## config.mk

```make
export PLATFORM = sky130hd
export DESIGN_NAME = debounced_pin_and_timer_table_core
export DESIGN_NICKNAME = d
export VERILOG_FILES = /design/src/design/dpt_pkg.sv /design/src/design/dpt_check.sv /design/src/design/debounced_pin_and_timer_table_core.sv
export VERILOG_INCLUDE_DIRS = /design/src /design/src/design
export SDC_FILE = /design/constraint.sdc
export NUM_CORES = 2
export LEC_CHECK = 0
export ABC_CLOCK_PERIOD_IN_PS = 9080
export BUFFER_PORTS_ARGS = -buffer_cell sky130_fd_sc_hd__buf_4
export CORE_MARGIN = 10
export CORE_UTILIZATION = 25
export CTS_CLUSTER_DIAMETER = 50
export DETAILED_ROUTE_END_ITERATION = 6
export SYNTH_ARGS = -nofsm -noshare
export SYNTH_HDL_FRONTEND = slang
export SYNTH_SLANG_ARGS = --single-unit
```

## constraint.sdc

```tcl
create_clock -name clk -period 9.08 [get_ports clk]
set_input_delay 0.454 -clock clk [delete_from_list [all_inputs] [get_ports clk]]
set_output_delay 0.454 -clock clk [all_outputs]
set_load 0.005 [all_outputs]
```

## src/design/debounced_pin_and_timer_table_core_macros.svh

```systemverilog
// Assertion macros for the timer table core
`ifndef DEBOUNCED_PIN_AND_TIMER_TABLE_CORE_MACROS_SVH
`define DEBOUNCED_PIN_AND_TIMER_TABLE_CORE_MACROS_SVH
// Assert an implication that holds in the next cycle
`define DPT_ASSERT_NEXT(label, clk, rst_n, a, c) \
    label: assert property (@(posedge clk) disable iff (!rst_n) (a) |=> (c)) \
        else $error("assertion failed");
// Assert an implication in the same cycle
`define DPT_ASSERT_NOW(label, clk, rst_n, a, c) \
    label: assert property (@(posedge clk) disable iff (!rst_n) (a) |-> (c)) \
        else $error("assertion failed");
`endif

```

## src/design/dpt_pkg.sv

```systemverilog
// ----------------------------------------------------------------------------
// dpt_pkg
// Types and constants shared by the timer table core.
// ----------------------------------------------------------------------------
`default_nettype none
package dpt_pkg;
    localparam int TABLE_ENTRIES = 8;
    localparam int PIN_COUNT     = 14;
    localparam int IDX_W  = $clog2(TABLE_ENTRIES);
    localparam int CNT_W  = $clog2(TABLE_ENTRIES + 1);

    localparam logic [2:0] ACT_TICK   = 3'd0;
    localparam logic [2:0] ACT_SCHED  = 3'd1;
    localparam logic [2:0] ACT_CHECK  = 3'd2;
    localparam logic [2:0] ACT_QUERY  = 3'd3;
    localparam logic [2:0] ACT_COUNTS = 3'd4;

    localparam logic [1:0] REG_RISE = 2'd0;
    localparam logic [1:0] REG_FALL = 2'd1;
    localparam logic [1:0] REG_TOP  = 2'd2;

    localparam logic [1:0] QK_HIGH = 2'd0;

    typedef struct packed {
        logic [2:0]  action;
        logic signed [7:0] ident;
        logic        recurring;
        logic [31:0] period_ms;
        logic [13:0] pin_levels;
        logic [1:0]  query_kind;
        logic        count_direction;
        logic        count_reset;
    } cmd_t;

    typedef struct packed {
        logic        found;
        logic [15:0] reply_value;
    } rsp_t;

    // one table entry as held in the memory
    typedef struct packed {
        logic [7:0]  ident;
        logic        active;
        logic        recurring;
        logic [31:0] due;
        logic [31:0] period;
        logic [4:0]  counter;
        logic        level;
        logic        change;
        logic [15:0] rise_cnt;
        logic [15:0] fall_cnt;
    } entry_t;

    typedef enum logic [2:0] {
        ST_IDLE,
        ST_SCAN,
        ST_WAIT,
        ST_MODIFY,
        ST_TICK_RD,
        ST_TICK_WAIT,
        ST_TICK_WR
    } state_t;

    typedef struct packed {
        logic [4:0] rise_th;
        logic [4:0] fall_th;
        logic [4:0] top;
    } thr_t;

    function automatic logic is_pin(input logic [7:0] id);
        return (id[7] == 1'b0) && (int'(id) < PIN_COUNT);
    endfunction
endpackage
`default_nettype wire

```

## src/design/dpt_check.sv

```systemverilog
// ----------------------------------------------------------------------------
// dpt_check
// Timer expiry and debounce step for one entry (combinational).
// ----------------------------------------------------------------------------
`default_nettype none
module dpt_check (
    input  dpt_pkg::entry_t  ent,
    input  logic [31:0]      now,
    input  logic [13:0]      levels,
    input  dpt_pkg::thr_t    thr,
    output dpt_pkg::entry_t  upd,
    output logic             expired
);
    import dpt_pkg::*;

    logic       raw;
    logic       integ;
    logic [5:0] c;

    always_comb
    begin
        upd     = ent;
        expired = ent.active && (ent.due <= now);
        integ   = 1'b1;
        raw     = 1'b0;
        c       = 6'd0;
        if (expired)
        begin
            // reload or retire the timer
            if (ent.recurring)
            begin
                upd.due = ent.due + ent.period + {31'd0, ent.period == 32'd0};
                integ   = (ent.period != 32'd0);
            end
            else
            begin
                upd.active = 1'b0;
            end
            // step the integrator
            if (is_pin(ent.ident))
            begin
                raw = levels[ent.ident[3:0]];
                if (raw)
                begin
                    c = integ ? {1'b0, ent.counter} + 6'd1 : {1'b0, thr.top};
                    if (c > {1'b0, thr.rise_th})
                    begin
                        c = {1'b0, thr.top};
                        if (!ent.level)
                        begin
                            upd.change   = 1'b1;
                            upd.rise_cnt = ent.rise_cnt + 16'd1;
                        end
                        upd.level = 1'b1;
                    end
                end
                else
                begin
                    c = integ ? {1'b0, ent.counter} - 6'd1 : 6'd0;
                    if (c[5] || (c < {1'b0, thr.fall_th}))
                    begin
                        c = 6'd0;
                        if (ent.level)
                        begin
                            upd.change   = 1'b1;
                            upd.fall_cnt = ent.fall_cnt + 16'd1;
                        end
                        upd.level = 1'b0;
                    end
                end
                upd.counter = c[4:0];
            end
        end
    end
endmodule
`default_nettype wire

```

## src/design/debounced_pin_and_timer_table_core.sv

```systemverilog
// ----------------------------------------------------------------------------
// debounced_pin_and_timer_table_core
// Timer table with per-pin integrating debouncers, state held in one memory.
// ----------------------------------------------------------------------------
// Channel | Ports                      | Handshake
// command | cmd                        | start high while busy low
// result  | rsp                        | rsp_valid, one cycle, no stall
// config  | cfg_we, cfg_index, cfg_data | write at cfg_we
// A lookup scans one identifier a cycle for each stored entry, then issues the
// memory read, then waits and does the modify/write; an unused action code
// goes from the scan straight to the modify/write step without a read.
// A tick walks each entry through a read, a wait and a write step, then ends
// with a closing step that gives the result.
// The result word is on the ports in the first cycle after busy falls.
// Reset clears count and time; entries beyond the count are never used.
// The result strobe cannot be stalled.
`default_nettype none
`include "debounced_pin_and_timer_table_core_macros.svh"
module debounced_pin_and_timer_table_core (
    input  logic          clk,
    input  logic          rst_n,
    input  logic          start,
    output logic          busy,
    input  dpt_pkg::cmd_t cmd,
    output logic          rsp_valid,
    output dpt_pkg::rsp_t rsp,
    input  logic          cfg_we,
    input  logic [1:0]    cfg_index,
    input  logic [4:0]    cfg_data
);
    import dpt_pkg::*;

    entry_t mem [TABLE_ENTRIES];
    logic [7:0] id_reg [TABLE_ENTRIES];

    state_t state_reg, state_next;
    cmd_t   cmd_reg;
    thr_t   thr_reg;
    logic [31:0] now_reg;
    logic [CNT_W-1:0] count_reg;
    logic [CNT_W-1:0] ptr_reg, ptr_next;
    logic [IDX_W-1:0] hit_reg, hit_next;
    logic hit_ok_reg, hit_ok_next;
    entry_t rd_reg;
    logic   rd_en;
    logic [IDX_W-1:0] rd_addr;
    logic   wr_en;
    entry_t wr_data;
    logic   rsp_valid_next;
    rsp_t   rsp_next;
    rsp_t   rsp_reg;
    logic   rsp_valid_reg;
    logic   append;
    entry_t upd;
    logic   expired;
    logic   hi;

    dpt_check u_check (
        .ent(rd_reg), .now(now_reg), .levels(cmd_reg.pin_levels),
        .thr(thr_reg), .upd(upd), .expired(expired)
    );

    // next state
    always_comb
    begin
        state_next = state_reg;
        case (state_reg)
            ST_IDLE:
                if (start)
                    state_next = (cmd.action == ACT_TICK) ? ST_TICK_RD : ST_SCAN;
            ST_SCAN:
                if (cmd_reg.action > ACT_COUNTS)
                    state_next = ST_MODIFY;
                else if (ptr_reg >= count_reg)
                    state_next = ST_WAIT;
            ST_WAIT:      state_next = ST_MODIFY;
            ST_MODIFY:    state_next = ST_IDLE;
            ST_TICK_RD:   state_next = (ptr_reg >= count_reg) ? ST_IDLE : ST_TICK_WAIT;
            ST_TICK_WAIT: state_next = ST_TICK_WR;
            ST_TICK_WR:   state_next = ST_TICK_RD;
            default:      state_next = ST_IDLE;
        endcase
    end

    // datapath and outputs
    always_comb
    begin
        ptr_next       = ptr_reg;
        hit_next       = hit_reg;
        hit_ok_next    = hit_ok_reg;
        rd_en          = 1'b0;
        rd_addr        = hit_reg;
        wr_en          = 1'b0;
        wr_data        = rd_reg;
        rsp_valid_next = 1'b0;
        rsp_next       = '0;
        append         = 1'b0;
        hi             = cmd_reg.pin_levels[cmd_reg.ident[3:0]] && is_pin(cmd_reg.ident);
        case (state_reg)
            ST_IDLE:
            begin
                ptr_next    = '0;
                hit_ok_next = 1'b0;
            end
            ST_SCAN:
            begin
                // scan identifiers, last match wins
                if (ptr_reg < count_reg)
                begin
                    if (id_reg[ptr_reg[IDX_W-1:0]] == cmd_reg.ident)
                    begin
                        hit_next    = ptr_reg[IDX_W-1:0];
                        hit_ok_next = 1'b1;
                    end
                    ptr_next = ptr_reg + 1'b1;
                end
                else
                begin
                    rd_en   = 1'b1;
                    rd_addr = hit_reg;
                end
            end
            ST_MODIFY:
            begin
                rsp_valid_next = 1'b1;
                case (cmd_reg.action)
                    ACT_SCHED:
                    begin
                        if (hit_ok_reg || (count_reg < CNT_W'(TABLE_ENTRIES)))
                        begin
                            append            = !hit_ok_reg;
                            wr_en             = 1'b1;
                            // a fresh entry starts from its reset contents
                            wr_data           = hit_ok_reg ? rd_reg : '0;
                            wr_data.ident     = cmd_reg.ident;
                            wr_data.due       = cmd_reg.period_ms + now_reg;
                            wr_data.period    = cmd_reg.period_ms;
                            wr_data.recurring = cmd_reg.recurring;
                            wr_data.rise_cnt  = '0;
                            wr_data.fall_cnt  = '0;
                            wr_data.active    = cmd_reg.recurring ||
                                                (cmd_reg.period_ms != 32'd0);
                            if (is_pin(cmd_reg.ident))
                            begin
                                wr_data.counter = hi ? thr_reg.top : 5'd0;
                                wr_data.change  = 1'b0;
                                wr_data.level   = hi;
                            end
                            rsp_next.found = 1'b1;
                        end
                    end
                    ACT_CHECK:
                    begin
                        if (hit_ok_reg)
                        begin
                            wr_en                = 1'b1;
                            wr_data              = upd;
                            rsp_next.found       = 1'b1;
                            rsp_next.reply_value = {15'd0, expired};
                        end
                    end
                    ACT_QUERY:
                    begin
                        if (hit_ok_reg)
                        begin
                            rsp_next.found = 1'b1;
                            if (rd_reg.active)
                            begin
                                wr_en          = 1'b1;
                                wr_data.change = 1'b0;
                                if (cmd_reg.query_kind[1])
                                    rsp_next.reply_value = {15'd0, rd_reg.level};
                                else
                                    rsp_next.reply_value = {15'd0, rd_reg.change &&
                                        (rd_reg.level == (cmd_reg.query_kind == QK_HIGH))};
                            end
                        end
                    end
                    ACT_COUNTS:
                    begin
                        if (hit_ok_reg)
                        begin
                            rsp_next.found       = 1'b1;
                            rsp_next.reply_value = cmd_reg.count_direction ?
                                                   rd_reg.rise_cnt : rd_reg.fall_cnt;
                            if (cmd_reg.count_reset)
                            begin
                                wr_en            = 1'b1;
                                wr_data.rise_cnt = '0;
                                wr_data.fall_cnt = '0;
                            end
                        end
                    end
                    default: ;
                endcase
                if (append)
                    rd_addr = count_reg[IDX_W-1:0];
            end
            ST_TICK_RD:
            begin
                if (ptr_reg >= count_reg)
                    rsp_valid_next = 1'b1;
                else if (is_pin(id_reg[ptr_reg[IDX_W-1:0]]))
                begin
                    rd_en   = 1'b1;
                    rd_addr = ptr_reg[IDX_W-1:0];
                end
            end
            ST_TICK_WR:
            begin
                rd_addr  = ptr_reg[IDX_W-1:0];
                wr_en    = is_pin(id_reg[ptr_reg[IDX_W-1:0]]);
                wr_data  = upd;
                ptr_next = ptr_reg + 1'b1;
            end
            default: ;
        endcase
    end

    // control registers
    always_ff @(posedge clk or negedge rst_n)
    begin
        if (!rst_n)
        begin
            state_reg     <= ST_IDLE;
            now_reg       <= '0;
            count_reg     <= '0;
            ptr_reg       <= '0;
            hit_reg       <= '0;
            hit_ok_reg    <= 1'b0;
            rsp_valid_reg <= 1'b0;
            thr_reg       <= '{rise_th: 5'd15, fall_th: 5'd5, top: 5'd20};
        end
        else
        begin
            state_reg     <= state_next;
            ptr_reg       <= ptr_next;
            hit_reg       <= hit_next;
            hit_ok_reg    <= hit_ok_next;
            rsp_valid_reg <= rsp_valid_next;
            if (state_reg == ST_IDLE && start && cmd.action == ACT_TICK)
                now_reg <= now_reg + 32'd1;
            if (append)
                count_reg <= count_reg + 1'b1;
            if (cfg_we)
            begin
                case (cfg_index)
                    REG_RISE: thr_reg.rise_th <= cfg_data;
                    REG_FALL: thr_reg.fall_th <= cfg_data;
                    REG_TOP:  thr_reg.top     <= cfg_data;
                    default: ;
                endcase
            end
        end
    end

    // hold the command word and result word
    always_ff @(posedge clk)
    begin
        if (state_reg == ST_IDLE && start)
            cmd_reg <= cmd;
        rsp_reg <= rsp_next;
    end

    // entry memory: one read, one write port
    always_ff @(posedge clk)
    begin
        if (rd_en)
            rd_reg <= mem[rd_addr];
        if (wr_en)
        begin
            mem[rd_addr]    <= wr_data;
            id_reg[rd_addr] <= wr_data.ident;
        end
    end

    assign busy      = (state_reg != ST_IDLE);
    assign rsp_valid = rsp_valid_reg;
    assign rsp       = rsp_reg;

    `DPT_ASSERT_NEXT(a_start_busy, clk, rst_n, start && !busy, busy)
    `DPT_ASSERT_NOW(a_count_max, clk, rst_n, 1'b1, count_reg <= CNT_W'(TABLE_ENTRIES))
    `DPT_ASSERT_NEXT(a_done_idle, clk, rst_n, rsp_valid_next, !busy)
endmodule
`default_nettype wire
```

==> reports/qor.yml <==
p_sw_w: 0.00824
drv_cap: 0
yosysMostFrequentCell: "edfxtp_1"
yosysWarnings: 0
area_growth_pct: 17.2
path_class: "reg -> reg"
reg2regPathDepth: 15
p_leak_nw: 22.4
r2r-start: "rd_reg[63]"
worstPathArrival_ns: 6.33
cp_data_required_time_ns: 9.48
min_path_type: "in -> reg"
synthArstFlopShare: 0.0544
portBuffers: 91
reg2reg_to: "mem[1][6]"
grt_antenna_before_repair: 4
die_y_um: 479
endpoint: "mem[1][6]"
cts_made_buffers: 133
ir_drop_mv: 0.522
start_util: 0.251
cts-root-buf: "clkbuf_16"
gp_congestion: 0.897
wl_met3_mm: 10.1
tightest_slew_ns: 1.41
syn_inst: 3704
yosysSeqAreaShare: 0.652
post-cts-setup-buffer-count: 0
routed_via_density: 4.93
min_period_ns: 5.93
fin_tns_setup_ns: 0
fmax_mhz: 169
drv_slew: 0
p_int_w: 0.0131
cts_htree_levels: 4
grt_start_max_net_pins: 145
dp_cells: 6491
min_period_over_period: 0.653
netlist_area_um2: 52600
core-area_um2: 210000
grt_pass1_vias: 33400
grt_pass1_wl_mm: 229
combinationalPowerShare: 0.379
drtIter0Drc: 3044
num_vias: 33500
post-route-drc-count: 0
overflow: 0
antenna_left: 0
clock_power_share: 0.250
yosysUniqueCellTypes: 89
yosysTopAreaCell: "edfxtp_1"
clk-insertion-delay-late_ns: 0.78
synthTopCellsByCount: "edfxtp_1 (1079), nand2_1 (455), mux2i_1 (415)"
syn-num-nets: 3893
cts_tree: "done"
cts_max_path_buffers: 3
end_kind: "register"
cts_sinks: 1159
slew_headroom: 0.0590
dp_hpwl_mm: 99.2
drt_pre_antenna_iters: 6
hold_buffers: 68
stdcell_count: 6805
postSynthRegisterBits: 1159
ff2ff_setup_slack_ns: 3.15
n_fill_cell: 21000
synth_area_leaders: "edfxtp_1 (62%), mux2i_1 (7.9%), nand2_1 (3.2%)"
synth_flop_cell: "edfxtp_1"
utilization: 0.294
power.share.switching: 0.386
drt-wirelength-per-cell_um: 23.2
wirelength_mm: 158
track_usage: 0.132
dieArea_um2: 229000
rsz0062_at_grt: "no"
finalNetCount: 4078
start_kind: "register"
row_count: 168
largest_reg_flops: 848
skew_ns: 0.0320
startpoint: "rd_reg[63]"
clkTransAtPathRegs_ns: 0.06
post_cts_resize_count: 0
path_max_fanout: 17
synth_area_per_cell_um2: 14.2
setup_viol: 0
synth_edf_count: 1079
io_pins: 92
fp.dieW_um: 479
wl_met1_mm: 66.4
topRoutingLayerUsed: "met5"
drive_gt1_frac: 0.133
hold_viol: 0
yosys.area.top_type_share: 0.616
outcome: "complete, no violations"
routed-wl-met2_mm: 75.3
seqPwrFrac: 0.371
power_per_cell_area_nw_per_um2: 346
## critical path, cell delays in order, from the launching register on
cell,delay [ns]
edfxtp_1,0.43
nor4_1,0.46
nand4_1,0.39
nor3_2,0.25
buf_4,0.27
nor2_1,0.11
ha_1,0.29
a21oi_1,0.13
nor2b_1,0.06
o21ai_0,0.15
o311a_1,0.21
o21ai_1,0.23
a2111oi_2,0.80
and2_1,0.55
nand2_1,0.17
o41ai_1,1.03
## final cells by class
type | count | area (um^2) | area share
clock buffers | 159 | 3480 | 0.0564
well taps | 2805 | 3510 | 0.0569
clock inverters | 86 | 895 | 0.0145
repair buffers | 227 | 1970 | 0.0320
flip-flops and latches | 1159 | 34300 | 0.557
inverters | 92 | 345 | 0.00560
multi-input cells | 2276 | 17100 | 0.278
diodes | 1 | 2.50 | 0.0000406
## metal layers
layer	vias to the layer above	global-route usage
li1	14900	-
met1	17000	0.170
met2	1323	0.220
met3	321	0.0227
met4	4	0.0557
met5	-	0
## logic make-up after synthesis
logic type,after synthesis,synth area share
buffers and inverters,269,0.0246
xor gates and xnor gates,107,0.0178
AOI/OAI and AO/OA,732,0.112
adders and majority gates,116,0.0280
and+or+nand+nor,867,0.0735
DFF,1159,0.652
muxes,454,0.0920
## cells in the final DEF (no fill, tap or decap), types with 12 or more instances in the layout
master,count
a211oi_1,13
a21o_1,32
a21oi_1,124
a221oi_1,13
a221oi_2,85
a31oi_1,22
a32o_1,85
and3_1,26
buf_4,151
clkbuf_1,22
clkbuf_16,134
clkinv_1,22
clkinv_2,13
dfrtp_1,55
dfxtp_1,17
dlygate4sd3_1,68
edfxtp_1,1079
ha_1,113
inv_1,88
mux2_2,17
mux2i_1,415
mux4_2,22
nand2_1,453
nand2b_1,16
nand3_1,57
nand4_1,32
nor2_1,129
nor2b_1,18
nor3_1,39
nor4_1,27
o211ai_1,20
o21ai_0,131
o221ai_1,50
o22a_1,31
o22ai_1,12
o31ai_1,12
xnor2_1,76
xor2_1,31
## per-stage QoR
step                total power (W)  area (um^2)  hold WS [ns]  setup WS (ns)
finish                       0.0214        61700        0.0692           3.15
global route                 0.0223        61700        0.0914           2.80
CTS                          0.0214        61700        0.0184           3.25
detailed placement           0.0160        56600         0.499           3.27
global placement             0.0159        56600         0.492           3.30
floorplan                    0.0134        52600         0.158          0.823
## worst min-delay path by stage
| stage | startpoint | to | slack [ns] | cells after the start |
|---|---|---|---|---|
| after floorplan | rst_n | count_reg[0] | 0.16 | 0 |
| after global placement | count_reg[2] | count_reg[2] | 0.49 | 1 |
| after detailed placement | now_reg[17] | now_reg[17] | 0.50 | 1 |
| after CTS | cfg_index[0] | thr_reg[11] | 0.02 | 4 |
| after global routing | cfg_index[1] | thr_reg[12] | 0.09 | 4 |
| final | cfg_index[0] | thr_reg[11] | 0.07 | 4 |
## power groups by stage
stage | Combinational [W] | Clock [W] | Sequential, W
final | 0.00810 | 0.00533 | 0.00792
after global routing | 0.00869 | 0.00565 | 0.00795
after CTS | 0.00804 | 0.00543 | 0.00791
after detailed placement | 0.00797 | 0 | 0.00801
after global placement | 0.00791 | 0 | 0.00800
after floorplan | 0.00571 | 0 | 0.00768
Note: power is estimated with default switching activity, not from simulation.
